$ cat src/pcpg_pkg.sv
// Shared types and constants for the positive-negative circle point generator.
// Used by every module of the block; depends on nothing else.
`timescale 1ns / 1ps

package pcpg_pkg;

  localparam int RADIUS_BITS = 10;
  localparam int COORD_BITS  = RADIUS_BITS + 1;
  localparam int DIFF_BITS   = 2 * RADIUS_BITS + 2;
  localparam int IDX_BITS    = 3;

  localparam logic CMD_START = 1'b0;
  localparam logic CMD_NEXT  = 1'b1;

  localparam logic [IDX_BITS-1:0] IDX_FIRST = 3'd0;
  localparam logic [IDX_BITS-1:0] IDX_LAST  = 3'd7;

  typedef struct packed {
    logic [RADIUS_BITS-1:0] x;
    logic [RADIUS_BITS-1:0] y;
    logic                   fin;
    logic [IDX_BITS-1:0]    first_idx;
  } desc_t;

  typedef struct packed {
    logic full;
    logic valid;
  } queue_status_t;

endpackage

$ cat src/pcpg_front.sv
// Front end: accepts commands, keeps the current point and the running error
// term, and turns each next command into a point group descriptor. Uses pcpg_pkg.
`timescale 1ns / 1ps

module pcpg_front (
  input  logic                             clk,
  input  logic                             rst,
  input  logic                             accept,
  input  logic                             command,
  input  logic [pcpg_pkg::RADIUS_BITS-1:0] radius,
  output logic                             enq,
  output pcpg_pkg::desc_t                  desc
);

  logic                                   active;
  logic [pcpg_pkg::COORD_BITS-1:0]        cur_x;
  logic [pcpg_pkg::COORD_BITS-1:0]        cur_y;
  logic signed [pcpg_pkg::DIFF_BITS-1:0]  diff;

  logic [pcpg_pkg::COORD_BITS-1:0]        cur_x_next;
  logic [pcpg_pkg::COORD_BITS-1:0]        cur_y_next;
  logic signed [pcpg_pkg::DIFF_BITS-1:0]  diff_next;
  logic signed [pcpg_pkg::DIFF_BITS-1:0]  x_ext;
  logic signed [pcpg_pkg::DIFF_BITS-1:0]  y_ext;
  logic                                   outside;
  logic                                   fin;

  always_comb begin
    x_ext   = signed'({{(pcpg_pkg::DIFF_BITS - pcpg_pkg::COORD_BITS){1'b0}}, cur_x});
    y_ext   = signed'({{(pcpg_pkg::DIFF_BITS - pcpg_pkg::COORD_BITS){1'b0}}, cur_y});
    outside = !diff[pcpg_pkg::DIFF_BITS-1] && (diff != '0);
    if (outside) begin
      cur_x_next = cur_x;
      cur_y_next = cur_y - {{(pcpg_pkg::COORD_BITS-1){1'b0}}, 1'b1};
      diff_next  = diff - (y_ext <<< 1) + signed'({{(pcpg_pkg::DIFF_BITS-1){1'b0}}, 1'b1});
    end else begin
      cur_x_next = cur_x + {{(pcpg_pkg::COORD_BITS-1){1'b0}}, 1'b1};
      cur_y_next = cur_y;
      diff_next  = diff + (x_ext <<< 1) + signed'({{(pcpg_pkg::DIFF_BITS-1){1'b0}}, 1'b1});
    end
    fin = cur_x_next > cur_y_next;
  end

  always_comb begin
    enq = accept && (command == pcpg_pkg::CMD_NEXT);
    if (active) begin
      desc.x         = cur_x[pcpg_pkg::RADIUS_BITS-1:0];
      desc.y         = cur_y[pcpg_pkg::RADIUS_BITS-1:0];
      desc.fin       = fin;
      desc.first_idx = pcpg_pkg::IDX_FIRST;
    end else begin
      desc.x         = '0;
      desc.y         = '0;
      desc.fin       = 1'b1;
      desc.first_idx = pcpg_pkg::IDX_LAST;
    end
  end

  always_ff @(posedge clk) begin
    if (rst) begin
      active <= 1'b0;
      cur_x  <= '0;
      cur_y  <= '0;
      diff   <= '0;
    end else if (accept) begin
      if (command == pcpg_pkg::CMD_START) begin
        active <= 1'b1;
        cur_x  <= '0;
        cur_y  <= {1'b0, radius};
        diff   <= '0;
      end else if (active) begin
        cur_x <= cur_x_next;
        cur_y <= cur_y_next;
        diff  <= diff_next;
        if (fin) begin
          active <= 1'b0;
        end
      end
    end
  end

endmodule

$ cat src/pcpg_queue.sv
// Two-entry descriptor queue between the front end and the point emitter.
// Uses pcpg_pkg.
`timescale 1ns / 1ps

module pcpg_queue (
  input  logic                     clk,
  input  logic                     rst,
  input  logic                     enq,
  input  pcpg_pkg::desc_t          enq_desc,
  input  logic                     deq,
  output pcpg_pkg::desc_t          deq_desc,
  output pcpg_pkg::queue_status_t  status
);

  pcpg_pkg::desc_t entries [2];
  logic            wr_ptr;
  logic            rd_ptr;
  logic [1:0]      count;

  always_comb begin
    status.full  = count == 2'd2;
    status.valid = count != 2'd0;
    deq_desc     = entries[rd_ptr];
  end

  always_ff @(posedge clk) begin
    if (enq) begin
      entries[wr_ptr] <= enq_desc;
    end
  end

  always_ff @(posedge clk) begin
    if (rst) begin
      wr_ptr <= 1'b0;
      rd_ptr <= 1'b0;
      count  <= 2'd0;
    end else begin
      if (enq) begin
        wr_ptr <= ~wr_ptr;
      end
      if (deq) begin
        rd_ptr <= ~rd_ptr;
      end
      if (enq && !deq) begin
        count <= count + 2'd1;
      end else if (deq && !enq) begin
        count <= count - 2'd1;
      end
    end
  end

endmodule

$ cat src/pcpg_back.sv
// Back end: expands each descriptor into its mirrored points, one beat per
// cycle while the result is empty or being popped, into the result register. Uses pcpg_pkg.
`timescale 1ns / 1ps

module pcpg_back (
  input  logic                                   clk,
  input  logic                                   rst,
  input  logic                                   q_valid,
  input  pcpg_pkg::desc_t                        q_desc,
  output logic                                   q_deq,
  input  logic                                   pop,
  output logic                                   empty,
  output logic signed [pcpg_pkg::COORD_BITS-1:0] px,
  output logic signed [pcpg_pkg::COORD_BITS-1:0] py,
  output logic                                   last,
  output logic                                   finished,
  output logic                                   busy
);

  pcpg_pkg::desc_t                 cur;
  logic                            cur_valid;
  logic [pcpg_pkg::IDX_BITS-1:0]   idx;
  logic                            out_valid;

  logic                            advance;
  logic                            at_last;
  logic [pcpg_pkg::COORD_BITS-1:0] a_ext;
  logic [pcpg_pkg::COORD_BITS-1:0] b_ext;
  logic [pcpg_pkg::COORD_BITS-1:0] px_next;
  logic [pcpg_pkg::COORD_BITS-1:0] py_next;

  always_comb begin
    at_last = idx == pcpg_pkg::IDX_LAST;
    advance = cur_valid && (!out_valid || pop);
    q_deq   = q_valid && (!cur_valid || (advance && at_last));
    if (idx[2]) begin
      a_ext = {1'b0, cur.y};
      b_ext = {1'b0, cur.x};
    end else begin
      a_ext = {1'b0, cur.x};
      b_ext = {1'b0, cur.y};
    end
    px_next = idx[0] ? (-a_ext) : a_ext;
    py_next = idx[1] ? (-b_ext) : b_ext;
    empty   = !out_valid;
    busy    = cur_valid;
  end

  always_ff @(posedge clk) begin
    if (q_deq) begin
      cur <= q_desc;
    end
    if (advance) begin
      px       <= signed'(px_next);
      py       <= signed'(py_next);
      last     <= at_last;
      finished <= cur.fin;
    end
  end

  always_ff @(posedge clk) begin
    if (rst) begin
      cur_valid <= 1'b0;
      idx       <= '0;
      out_valid <= 1'b0;
    end else begin
      if (q_deq) begin
        cur_valid <= 1'b1;
        idx       <= q_desc.first_idx;
      end else if (advance) begin
        idx <= idx + {{(pcpg_pkg::IDX_BITS-1){1'b0}}, 1'b1};
        if (at_last) begin
          cur_valid <= 1'b0;
        end
      end
      if (advance) begin
        out_valid <= 1'b1;
      end else if (pop) begin
        out_valid <= 1'b0;
      end
    end
  end

endmodule

$ cat src/pn_circle_point_generator.sv
// Top level of the positive-negative circle point generator.
// Instantiates pcpg_front, pcpg_queue and pcpg_back; uses pcpg_pkg.
`timescale 1ns / 1ps

// The block takes one command beat per cycle as long as full is low. A start
// beat loads the radius and yields no result; a next beat yields the eight
// mirrored points of the current position, or a single zero point flagged
// last and finished when no circle is in progress. The front end steps the
// circle with an add-and-compare on a running error term, so it never needs
// a multiplier, and hands a descriptor to a two-entry queue. The back end
// writes one point per cycle into the result register while the result is
// empty or being popped.
module pn_circle_point_generator (
  input  logic                                   clk,
  input  logic                                   rst,
  input  logic                                   push,
  output logic                                   full,
  input  logic                                   command,
  input  logic [pcpg_pkg::RADIUS_BITS-1:0]       radius,
  output logic                                   empty,
  input  logic                                   pop,
  output logic signed [pcpg_pkg::COORD_BITS-1:0] px,
  output logic signed [pcpg_pkg::COORD_BITS-1:0] py,
  output logic                                   last,
  output logic                                   finished
);

  logic                    accept;
  logic                    enq;
  logic                    deq;
  logic                    back_busy;
  pcpg_pkg::desc_t         enq_desc;
  pcpg_pkg::desc_t         deq_desc;
  pcpg_pkg::queue_status_t q_status;

  assign full   = q_status.full;
  assign accept = push && !q_status.full;

  pcpg_front u_front (
    .clk     (clk),
    .rst     (rst),
    .accept  (accept),
    .command (command),
    .radius  (radius),
    .enq     (enq),
    .desc    (enq_desc)
  );

  pcpg_queue u_queue (
    .clk      (clk),
    .rst      (rst),
    .enq      (enq),
    .enq_desc (enq_desc),
    .deq      (deq),
    .deq_desc (deq_desc),
    .status   (q_status)
  );

  pcpg_back u_back (
    .clk      (clk),
    .rst      (rst),
    .q_valid  (q_status.valid),
    .q_desc   (deq_desc),
    .q_deq    (deq),
    .pop      (pop),
    .empty    (empty),
    .px       (px),
    .py       (py),
    .last     (last),
    .finished (finished),
    .busy     (back_busy)
  );

  // A waiting point that does not close its group implies the rest of the
  // group is still held by the back end.
  a_group_held: assert property (@(posedge clk) disable iff (rst)
    (!empty && !last) |-> back_busy)
    else $error("Non-last point waiting without a group in the back end.");

  a_no_overflow: assert property (@(posedge clk) disable iff (rst)
    enq |-> !q_status.full)
    else $error("Descriptor queued while the queue is full.");

  a_no_underflow: assert property (@(posedge clk) disable iff (rst)
    deq |-> q_status.valid)
    else $error("Descriptor taken from an empty queue.");

  a_result_loaded: assert property (@(posedge clk) disable iff (rst)
    ($fell(empty) && !$past(rst)) |-> $past(back_busy))
    else $error("Result appeared without an active group.");

endmodule

$ cat config.mk
export PLATFORM = sky130hd
export DESIGN_NAME = pn_circle_point_generator
export DESIGN_NICKNAME = d
export VERILOG_FILES = /design/src/pcpg_pkg.sv /design/src/pcpg_front.sv /design/src/pcpg_queue.sv /design/src/pcpg_back.sv /design/src/pn_circle_point_generator.sv
export SDC_FILE = /design/constraint.sdc
export NUM_CORES = 1
export LEC_CHECK = 0
export BUFFER_PORTS_ARGS = -buffer_cell sky130_fd_sc_hd__clkbuf_2
export CAP_MARGIN = 15
export CORE_MARGIN = 2
export CORE_UTILIZATION = 33
export CTS_CLUSTER_DIAMETER = 50
export DETAILED_ROUTE_END_ITERATION = 10
export GPL_ROUTABILITY_DRIVEN = 0
export GPL_TIMING_DRIVEN = 1
export PLACE_DENSITY = 0.61
export SETUP_SLACK_MARGIN = 0.2
export SYNTH_ARGS = -nofsm -noshare
export SYNTH_HDL_FRONTEND = slang
export SYNTH_SLANG_ARGS = --single-unit
$ cat constraint.sdc
create_clock -name clk -period 3.35 [get_ports clk]
set_input_delay 0 -clock clk [delete_from_list [all_inputs] [get_ports clk]]
set_output_delay 0 -clock clk [all_outputs]
set_load 0.03 [all_outputs]
==> flow_metrics.tcl <==
set metrics [dict create \
    via_per_inst 5.28 \
    cts_buffers 17 \
    nets 1107 \
    busiest_layer "met2" \
    grt_util_met3 0.0317 \
    final_layout_size_suffix_gt1_frac 0.223 \
    mostFrequentLayoutCells "edfxtp_1, buf_4, nand2_1" \
    clockBufferDepth 2 \
    area_growth_pct 21.6 \
    setup_ws_ns 0.000674 \
    drt-initial-drc-count 583 \
    yosys_register_bits 144 \
    core-area_mm2 0.0267 \
    grt_pass1_vias 6950 \
    grt_use_met1 0.205 \
    antenna_found_initial 0 \
    hpwl_mm 16.4 \
    worstPathRequired_ns 3.62 \
    grt_setup_unrepaired "true" \
    grt_max_degree 27 \
    grt_pass1_wl_mm 35.7 \
    clock.fmax_mhz 299 \
    ioPinCount 41 \
    mappedNetlistArea_mm2 0.00891 \
    worstSkewPairLatency_ns 0.43 \
    pre_cts_ws_ns -0.118 \
    use_met2 0.272 \
    maxSlewHeadroom 0.414 \
    drc 0 \
    yosys.cell_types.count 69 \
    ctsRootBufferMaster "clkbuf_16" \
    crit_type "register to register" \
    hold_path_class "input port to register" \
    worstMarginPinSlew_ns 0.878 \
    overflow 0 \
    crit_path_max_fanout 8 \
    cap_violations 0 \
    die_x_um 168 \
    fin_crit_ns 3.35 \
    antenna_cells 0 \
    end_kind "register" \
    layout_commonest_cell "edfxtp_1" \
    fin_skew_ns 0.0110 \
    io_buffers 40 \
    row_count 60 \
    cp-start-kind "register" \
    design_area_mm2 0.0108 \
    cts_tree "done" \
    num_vias 7250 \
    outcome "finished clean" \
    wl_per_cell_um 16.2 \
    place_area_mm2 0.00993 \
    wl_mm 22.2 \
    fillCellCount 2625 \
    cts.sinks 144 \
    grt_usage 0.158 \
    arrival_ns 3.62 \
    synth_flop_cell "edfxtp_1" \
    synth_edf_count 89 \
    firstDrtPassIters 5 \
    hold_violations 0 \
    synthArstFlopShare 0 \
    clk_pin_slew_ns 0.07 \
    slew_violations 0 \
    seq_area_frac_synth 0.423 \
    initial_core_util 0.333 \
    holdWs_ns 0.00722 \
    fp.dieArea_mm2 0.0283 \
    fin_crit_sh 1.00 \
    fin_util 0.406 \
    syn-num-nets 1000 \
    synth_area_per_cell_um2 9.78 \
    setup_viol 0 \
    ctsHtreeMaxLevel 4 \
    die_h_um 168 \
    netlist_instances 911 \
    drtAntennaViolNets 0 \
    ys_warn_count 0 \
]
[synthesized netlist by cell type, drive strengths merged (14+ instances only)]
cell type | count | share of area
o21ai | 68 | 0.038
nor3 | 22 | 0.012
xor2 | 22 | 0.022
a211oi | 17 | 0.014
xnor2 | 43 | 0.042
nor2 | 71 | 0.030
dfxtp | 55 | 0.12
and2 | 14 | 0.010
nand2 | 76 | 0.032
edfxtp | 89 | 0.30
nand3 | 16 | 0.0090
mux2 | 32 | 0.040
a21oi | 59 | 0.033
clkbuf | 23 | 0.0098
inv | 48 | 0.020
ha | 72 | 0.10
mux2i | 14 | 0.016
[flip-flops by register name (all words and copies together), names as in the netlist, 3 cells and up, named ones only]
signal           count
u_back.cur          21
u_back.idx           3
u_back.px           11
u_back.py           11
u_front.cur_x       11
u_front.cur_y       11
u_front.diff        22
u_queue.entries     44
[worst max-delay path, stage by stage, from the launching register on]
cell      delay (ns)
dfxtp_2         0.33
inv_2           0.07
ha_4            0.13
nor4b_4         0.19
nand4_1         0.17
o21a_2          0.26
buf_12          0.14
nor4_4          0.11
buf_4           0.18
nand2_2         0.07
xnor2_2         0.15
ha_1            0.30
o21ai_1         0.07
o21bai_1        0.14
a21oi_1         0.09
o211ai_1        0.16
buf_4           0.17
o22ai_2         0.07
mux2_4          0.28
o21ai_2         0.12
[cell type report]
| class | instances | area [um^2] | share of cell area |
|---|---|---|---|
| clock buffers | 18 | 429 | 0.0396 |
| clock inverters | 14 | 155 | 0.0143 |
| inverters | 49 | 184 | 0.0170 |
| multi-input cells | 684 | 5030 | 0.464 |
| flip-flops and latches | 144 | 3780 | 0.349 |
| well taps | 341 | 427 | 0.0394 |
| repair buffers | 122 | 838 | 0.0773 |
[through the flow]
step / setup TNS [ns] / instances
floorplan: 0 / 911
global placement: -0.0123 / 1319
detailed placement: -0.321 / 1319
CTS: 0 / 1371
global route: -0.551 / 1372
finish: 0 / 1372
[worst paths after layout]
path                                end  slack (ns)  depth (start not counted)        startpoint
hold reg to reg         u_back.finished        0.46                          0     u_back.cur[3]
setup / recovery  u_queue.entries[1][3]      0.0007                         19  u_front.diff[19]
hold / removal         u_front.cur_y[9]       0.007                          4         radius[9]
setup reg to reg  u_queue.entries[1][3]      0.0007                         19  u_front.diff[19]
[kinds of logic (layout without fill, tap and decap cells)]
logic type | count (synthesis) | count (layout) | share of synthesized area
XOR/XNOR | 65 | 65 | 0.0639
AND/OR/NAND/NOR | 260 | 260 | 0.145
AO/OA/AOI/OAI | 239 | 239 | 0.169
multiplexers | 46 | 46 | 0.0562
adder cells (fa/ha/maj) | 74 | 74 | 0.106
flip-flops | 144 | 144 | 0.423
buffers and inverters | 83 | 203 | 0.0373
[routing by layer]
layer,share of wire,up-vias
li1,-,3576
met1,0.46,3441
met2,0.48,205
met3,0.047,28
met4,0.014,0
met5,0,-
[timing repair]
item	4_1_cts	5_1_grt
endpoints found under the setup margin	4	11
pin swaps	14	7
buffers inserted	16	1
cloned	0	0
gates resized for setup	11	22
hold endpoints to repair	4	0
hold buffers	4	0
Power is left out: the tool's default activity adds up to more than one toggle a clock period on the data nets, which glitch-free logic cannot reach.
